**src/design/sms_pkg.sv**
```systemverilog
// shared types, codes and default sizes for the shared-pool multi-stack
package sms_pkg;

  localparam int POOL_DEPTH_DEF = 256;
  localparam int NUM_STACKS_DEF = 8;
  localparam int DATA_W         = 32;
  localparam int SID_IN_W       = 3;
  localparam int STATUS_W       = 2;

  typedef logic [STATUS_W-1:0] status_t;

  localparam logic    REQ_PUSH  = 1'b0;
  localparam logic    REQ_POP   = 1'b1;

  localparam status_t ST_OK     = 2'd0;
  localparam status_t ST_FULL   = 2'd1;
  localparam status_t ST_EMPTY  = 2'd2;

endpackage

```
**src/design/sms_tops_mem.sv**
```systemverilog
// stack top pointer memory with per-stack valid bits
module sms_tops_mem
  import sms_pkg::*;
#(
  parameter int POOL_DEPTH = POOL_DEPTH_DEF,
  parameter int NUM_STACKS = NUM_STACKS_DEF,
  parameter int SID_W      = (NUM_STACKS > 1) ? $clog2(NUM_STACKS) : 1,
  parameter int PTR_W      = $clog2(POOL_DEPTH + 1)
) (
  input  logic             clk,
  input  logic             rst,
  input  logic             rd_en,
  input  logic [SID_W-1:0] rd_addr,
  output logic [PTR_W-1:0] rd_top,
  input  logic             wr_en,
  input  logic [SID_W-1:0] wr_addr,
  input  logic [PTR_W-1:0] wr_top
);

  logic [PTR_W-1:0]      mem [NUM_STACKS];
  logic [NUM_STACKS-1:0] written;
  logic [PTR_W-1:0]      rd_q;
  logic                  rd_vld_q;

  always_ff @(posedge clk) begin
    if (wr_en) begin
      mem[wr_addr] <= wr_top;
    end
  end

  always_ff @(posedge clk) begin
    if (rd_en) begin
      rd_q     <= mem[rd_addr];
      rd_vld_q <= written[rd_addr];
    end
  end

  always_ff @(posedge clk) begin
    if (rst) begin
      written <= '0;
    end else if (wr_en) begin
      written[wr_addr] <= 1'b1;
    end
  end

  // a stack never written is empty
  assign rd_top = rd_vld_q ? rd_q : PTR_W'(POOL_DEPTH);

endmodule

```
**config.mk**
```make
export PLATFORM = sky130hd
export DESIGN_NAME = sms_tops_mem
export DESIGN_NICKNAME = d
export VERILOG_FILES = /design/src/design/sms_pkg.sv /design/src/design/sms_tops_mem.sv
export SDC_FILE = /design/constraint.sdc
export NUM_CORES = 1
export LEC_CHECK = 0
export BUFFER_PORTS_ARGS = -buffer_cell sky130_fd_sc_hd__buf_2
export CAP_MARGIN = 20
export CORE_ASPECT_RATIO = 0.6
export CORE_UTILIZATION = 30
export CTS_CLUSTER_SIZE = 16
export DETAILED_ROUTE_END_ITERATION = 8
export RECOVER_POWER = 50
export SLEW_MARGIN = 30
export SYNTH_ARGS = -nofsm -noshare
export SYNTH_HDL_FRONTEND = slang
export SYNTH_SLANG_ARGS = --single-unit
```
**constraint.sdc**
```tcl
create_clock -name clk -period 1.82 [get_ports clk]
set_clock_uncertainty 0.1 [all_clocks]
set_input_delay 0.546 -clock clk [delete_from_list [all_inputs] [get_ports clk]]
set_output_delay 0.546 -clock clk [all_outputs]
set_load 0.01 [all_outputs]
```
# --- Word level (Yosys, flattened, before mapping) ---
# Memory sizes are Yosys's and may differ from the RTL's. A register that Yosys moved wholly into a read port is not among the register bits.
# Index checks and enable logic that the tools add are counted.
op_classes:
  addsub: 0
  mul: 0
  n_div: 0
  n_lt_le_gt_ge: 3
  n_eq_ne: 0
  shifts: 0
  muxes: 7
  n_bitwise: 1
  n_reduce_logical: 1
ops:
  columns: ["operator", "n"]
  rows:
  - ["two-way mux 9 bit", 1]
  - ["< comparator 3 x 4 -> 1 bit (second input constant)", 2]
  - ["OR 8 bit", 1]
  - ["two-way mux 1 bit", 4]
  - ["binary-select mux 1 bit (select 3 bit)", 1]
  - ["demux 1 bit (select 3 bit)", 1]
  - ["greater-or-equal comparator 3 x 1 -> 1 bit (second input constant)", 1]
  - ["logical AND 1 bit", 1]
totals:
  reg_bits: 9
  latchBits: 0
  ram_bits: 72
  romBits: 0
  memories: 1
mem_list:
  columns: ["name", "words", "word_bits", "rd", "rd_clocked_by_memory_dff", "write_ports", "line_no", "rtl"]
  rows:
  - ["mem", 8, 9, 1, 1, 1, "sms_tops_mem.sv:20", "logic [PTR_W-1:0] mem [NUM_STACKS];"]

# --- Logic depth before layout (Yosys ltp) ---
# Gate-level depths: netlist (run 1).
depth:
  depth_word: 5
  ltp_mapped: 3
  ltp_nobuf: 2

# --- Worst setup path before layout (run 1) ---
# No wires, ideal clock.
synth_path:
  path_type: "input to register"
  start: "input port wr_addr[2]"
  end: "memory mem[0][0] (netlist bit) (enable)"
  arrival_time_ps: 1445
  required_time_ps: 1391
  slack_ps: -54
  path_stages: 2
  path_buffers: 0
  cell_sequence: "or4b_2 inv_1"
synth_lines:
  columns: ["item", "line_no", "rtl"]
  rows:
  - ["from (decl)", "sms_tops_mem.sv:16", "input logic [SID_W-1:0] wr_addr,"]
  - ["to (decl)", "sms_tops_mem.sv:20", null]
# No word-level cell before the write port.

# --- Final worst setup path (run 1) ---
layout_path:
  start: "register rd_vld_q"
  end: "output port rd_top[3]"
layout_via:
  elab_chain_cells: 1
layout_rtl:
  columns: ["item", "line_no", "rtl"]
  rows:
  - ["from (decl)", "sms_tops_mem.sv:23", "logic rd_vld_q;"]
  - ["from (signal assigned)", "sms_tops_mem.sv:34", "rd_vld_q <= written[rd_addr];"]
  - ["two-way mux 9 bit", "sms_tops_mem.sv:47", "assign rd_top = rd_vld_q ? rd_q : PTR_W'(POOL_DEPTH);"]
  - ["to (decl)", "sms_tops_mem.sv:14", "output logic [PTR_W-1:0] rd_top,"]
# No other way between the ends.

==> results.yml, run 1 <==
timing:
  hold_slack_ns: 0.348
  period_needed_ns: 1.77
  slew_headroom_pct: 50.2
  hold_viol_final: 0
  worstMarginPinSlew_ns: 0.747
  rsz0062_at_grt: "true"
  setup_viol: 0
  tns_ns: 0
  report.final.slew_viol_count: 0
  clock.fmax_ghz: 0.564
  period_share_pct: 97.4
yosys:
  synth_simple_gate_area_share_pct: 4.00
  ys_types: 17
  synth_top_cell_area_share_pct: 69.6
  synth.avg_cell_area_um2: 21.0
  synth_area_leaders: "edfxtp_1 (70%), mux4_1 (15%), dfxtp_1 (4.5%), mux2_2 (3.2%), inv_1 (1.5%)"
  synth_common_cells: "edfxtp_1 (82), mux4_1 (20), inv_1 (14)"
  synth_top_family_by_area: "multiplexers"
  synthMuxAreaShare_pct: 18.0
  syn_inst: 168
  synth_xor_area_share_pct: 0
  syn-cell-area_um2: 3540
  yosys_warnings: 0
  synth-adder-area-share_pct: 0
  synth_compound_area_share_pct: 1.24
  yosysMostFrequentCell: "edfxtp_1"
  synth-edff-count: 82
  ys_seq_area_share_pct: 74.2
  syn_nets: 187
  ys_seq_elements: 90
  ys.flop_type: "edfxtp_1"
  yosys.area.top_type: "edfxtp_1"
  async_flop_share_pct: 0
cells_and_area:
  fillCellCount: 1063
  regArea_um2: 2620
  syn_to_final_growth_pct: 22.7
  multi_input_area_um2: 831
  nets: 239
  drive_gt1_share_pct: 27.1
  stdcell_count: 385
  n_antenna_cell: 0
floorplan:
  core_area_um2: 11400
  num_io_pins: 28
  fp.dieW_um: 142
  num_rows: 30
  start_util_pct: 31.1
  die_h_um: 86.1
  dieArea_um2: 12200
cts:
  path_clk_slew_ns: 0.06
  cts_buffers: 9
  clk_latency_ns: 0.33
  cts_tree: "yes"
  clock-root-buffer: "clkbuf_16"
  clock_sinks: 90
  postCtsHoldBufs: 0
  htreeDepth: 3
  cts_buffer_depth: 2
pwr:
  comb_power_share_pct: 6.3
  pwr-share-clk_pct: 38.2
  power.share.sequential_pct: 55.5
  p_int_uw: 3390
  irDropWorstVdd_mv: 0.526
  sw_frac_of_total_pct: 20.1
  p_leak_uw: 0.00154
  cellPowerDensity_nw_per_um2: 979
  p_sw_uw: 852
routing:
  drc: 0
  wl_um: 6260
  ant_nets: 0
  wl_per_cell_um: 16.3
  viasPerCell: 4.38
  drtIter0Drc: 44
  vias: 1687
  drt-pass1-iter-count: 4
global_route:
  grt_use_total_pct: 11.5
  antenna_found_initial: 0
  overflow: 0
  grt_pass1_vias: 1713
  grt_pass1_wl_um: 9590
  grt_max_degree: 14
setup_path:
  crit_path_end_kind: "primary output"
  path_class: "reg -> out"
  required_ns: 1.17
  path_max_fanout: 9
  cp-start-kind: "flop"
  arrival_ns: 1.13
flow_run:
  cap_violations: 0
placed_design:
  place_inst: 368
  port_buffers: 27
  dp.final_hpwl_um: 4180
  gp_congestion: 0.676
worst_hold_path:
  hold_path_class: "reg -> reg"
run_status:
  outcome: "complete, no violations"
what timing repair did:
action / 4_1_cts / 5_1_grt
pin swaps: 0 / 0
endpoints found under the setup margin: 9 / 8
buffers inserted: 1 / 0
resized for setup: 1 / 5
final timing paths:
kind	from	slack (ns)	to	cells after the start
worst min-delay path	written[5]$_SDFFE_PP0P_	0.35	written[5]$_SDFFE_PP0P_	2
worst max register to register	mem[4][7]$_DFFE_PP_	0.31	rd_q[7]$_DFFE_PP_	2
worst max-delay path	rd_vld_q$_DFFE_PP_	0.05	rd_top[3]	3
worst min register to register	written[5]$_SDFFE_PP0P_	0.35	written[5]$_SDFFE_PP0P_	2
through the flow:
| step | power [uW] | setup WS, ns | utilization, % | instance area [um^2] |
|---|---|---|---|---|
| finish | 4250 | 0.0482 | 38.2 | 4340 |
| global route | 4400 | -0.0185 | 38.2 | 4340 |
| CTS | 4290 | 0.0140 | 38.2 | 4340 |
| detailed placement | 2670 | -0.277 | 35.8 | 4080 |
| global placement | 2660 | -0.266 | 35.8 | 4080 |
| floorplan | 2530 | 0.00260 | - | 3540 |
routing by layer:
| layer | up-vias | wire length (um) | GRT usage [%] |
|---|---|---|---|
| li1 | 789 | - | - |
| met5 | - | 0 | 0 |
| met4 | 0 | 80 | 4.40 |
| met2 | 33 | 2780 | 17.1 |
| met3 | 9 | 279 | 4.91 |
| met1 | 856 | 3110 | 14.9 |
worst max-delay path: stages (launching register included):
cell      delay, ns
edfxtp_1       0.37
buf_6          0.15
and2_4         0.15
buf_6          0.11
sequential cells by signal, indices dropped and copies added (netlist names):
name and flops:
mem 72, rd_vld_q 1, rd_q 9, written 8
power groups by stage:
stage | combinational (uW) | sequential, uW | clock (uW)
finish | 268 | 2360 | 1620
global route | 292 | 2360 | 1740
CTS | 275 | 2360 | 1660
detailed placement | 267 | 2410 | 0
global placement | 261 | 2400 | 0
floorplan | 137 | 2390 | 0
area by class of cell:
| class | instances | share of cell area [%] |
|---|---|---|
| sequential | 90 | 60.4 |
| clock inverter | 4 | 0.433 |
| multi-input combinational | 58 | 19.1 |
| timing repair buffer | 47 | 8.71 |
| tap | 160 | 4.61 |
| inverter | 14 | 1.21 |
| clock buffer | 12 | 5.45 |
logic make-up (layout without fill, tap and decap cells):
kind of cell | Yosys count | after routing
flops | 90 | 90
compound gates | 8 | 8
simple gates | 20 | 20
buf+inv | 20 | 77
mux | 30 | 30
placed cells by master (no fill, tap or decap):
cell type,synthesis,final
edfxtp_1,82,82
mux4_1,20,20
clkbuf_1,2,16
buf_2,0,15
inv_1,14,13
mux2_2,10,10
clkbuf_16,0,9
buf_12,0,8
buf_4,0,8
dfxtp_1,8,8
a21oi_1,7,7
and2_1,8,5
and2_4,0,3
nand4b_1,3,3
or4bb_1,3,3
clkinv_2,0,3
buf_6,2,3
nand2_1,2,2
nor2_1,2,2
or4b_2,1,1
inv_2,0,1
nand2b_1,1,1
a41oi_1,1,1
clkinv_1,0,1
No activity file was read; power rests on OpenSTA's default activity.
==> run 2, diff against run 1 <==
- REMOVE_ABC_BUFFERS: default -> 1
==> run 2 against run 1 <==
Net effect: first-iteration DRC count fell by 23%; final cell count rose by 0.52%; hold slack improved by 0.0060 ns; routed wire length rose by 11%; combinational power rose by 9.3%; clock power rose by 14%; highest routed layer unchanged; critical path depth did not move; sequential power barely moved; critical endpoint is now rd_top[1].
==> results.yml, run 2 (synthesis gave the netlist of run 1 again) <==
global_route:
  overflow: 0
  grt_pass1_vias: 1765
  antenna_found_initial: 0
  grt_pass1_wl_um: 10300
  grt_use_total_pct: 12.3
  grt_max_degree: 17
timing:
  worstMarginPinSlew_ns: 0.698
  setup_viol: 0
  rsz0062_at_grt: "true"
  clock.fmax_ghz: 0.555
  hold_slack_ns: 0.354
  report.final.slew_viol_count: 0
  slew_headroom_pct: 53.5
  period_share_pct: 98.9
  tns_ns: 0
  period_needed_ns: 1.80
  hold_viol_final: 0
cts:
  clock_sinks: 90
  cts_buffer_depth: 2
  path_clk_slew_ns: 0.06
  clock-root-buffer: "clkbuf_16"
  postCtsHoldBufs: 0
  cts_buffers: 9
  cts_tree: "yes"
  clk_latency_ns: 0.34
  htreeDepth: 3
cells_and_area:
  fillCellCount: 1054
  mostFrequentLayoutCells: "edfxtp_1 (82), mux4_1 (20), inv_1 (14)"
  nets: 241
  n_antenna_cell: 0
  regArea_um2: 2620
  largest_register_ffs: 72
  drive_gt1_share_pct: 31.3
  reg.largest.list: "mem: 72 flops, rd_q: 9 flops, written: 8 flops"
  syn_to_final_growth_pct: 25.8
  largest-register: "mem"
  multi_input_area_um2: 843
  final_common_cell: "edfxtp_1"
setup_path:
  path_class: "reg -> out"
  crit_path_end_kind: "primary output"
  crit_top_cell: "buf_6"
  timing.rr.start: "mem[1][2]$_DFFE_PP_"
  cp_slowest_cell: "edfxtp_1"
  required_ns: 1.17
  crit_path_max_incr_delay_ns: 0.42
  r2r_end: "rd_q[2]$_DFFE_PP_"
  r2r_setup_slack_ns: 0.30
  r2r_cells: 2
  cp-start-kind: "flop"
  crit_chain: "buf_6 -> and2_4 -> buf_6"
  path_max_fanout: 5
  arrival_ns: 1.15
flow_run:
  cap_violations: 0
floorplan:
  fp.dieW_um: 142
  core_area_um2: 11400
  num_io_pins: 28
  die_h_um: 86.1
  dieArea_um2: 12200
  start_util_pct: 31.1
  num_rows: 30
pwr:
  cellPowerDensity_nw_per_um2: 1010
  irDropWorstVdd_mv: 0.463
  total_power_uw: 4500
  p_leak_uw: 0.00159
placed_design:
  dp.final_hpwl_um: 4470
  gp_congestion: 0.706
  port_buffers: 27
worst_hold_path:
  hold_path_class: "reg -> reg"
  hold_depth: 2
  hp-start: "written[0]$_SDFFE_PP0P_"
  worstHoldEndpoint: "written[0]$_SDFFE_PP0P_"
routing:
  viasPerCell: 4.53
  drt-pass1-iter-count: 5
  ant_nets: 0
  drtIter0Drc: 34
  drc: 0
  wl_per_cell_um: 17.9
  wl_um: 6930
  vias: 1752
run_status:
  outcome: "complete, no violations"
-- run 2: through the flow --
step	instance area [um^2]	cells	utilization, %	setup slack (ns)
floorplan	3500	162	-	-0.0536
global placement	4070	369	35.8	-0.260
detailed placement	4070	369	35.8	-0.295
CTS	4390	387	38.6	0.000271
global route	4450	387	39.1	-0.0184
finish	4450	387	39.1	0.0191
-- run 2: worst max-delay path: cells and delay by family (launching register included) --
family        cells  cell delay, ns
flops             1            0.42
simple gates      1            0.13
buf+inv           2            0.27
-- run 2: layer usage --
layer	track usage [%]	wire length, um	share of wire, %
met1	16.7	3510	51
met3	4.47	296	4.3
met2	18.3	3100	45
met5	0	0	0
met4	4.40	26	0.38
-- run 2: timing repair --
action                                 CTS  global route
pin swaps                                0             1
setup endpoints to repair                8             8
gates resized for setup                  0            19
buffers inserted                         2             0
endpoints found under the hold margin    0             0
-- run 2: worst max-delay path by stage --
stage,from,end,slack (ns)
floorplan,wr_addr[2],mem[0][0]$_DFFE_PP_,-0.05
global placement,rd_addr[0],rd_vld_q$_DFFE_PP_,-0.26
detailed placement,rd_addr[0],rd_q[6]$_DFFE_PP_,-0.29
CTS,rd_vld_q$_DFFE_PP_,rd_top[3],0.0003
global route,rd_vld_q$_DFFE_PP_,rd_top[1],-0.02
finish,rd_vld_q$_DFFE_PP_,rd_top[1],0.02
-- run 2: where the power goes --
group	leakage, uW	internal [uW]	switching [uW]
Clock	0.000148	1080	771
Sequential	0.000818	2340	20.0
Combinational	0.000626	156	137
-- run 2: layout make-up --
| class | instances | area share [%] |
|---|---|---|
| Clock inverter | 7 | 1.74 |
| Inverter | 14 | 1.18 |
| Clock buffer | 9 | 5.06 |
| Multi-Input combinational cell | 58 | 19.0 |
| Tap cell | 160 | 4.50 |
| Timing Repair Buffer | 49 | 9.62 |
| Sequential cell | 90 | 58.9 |
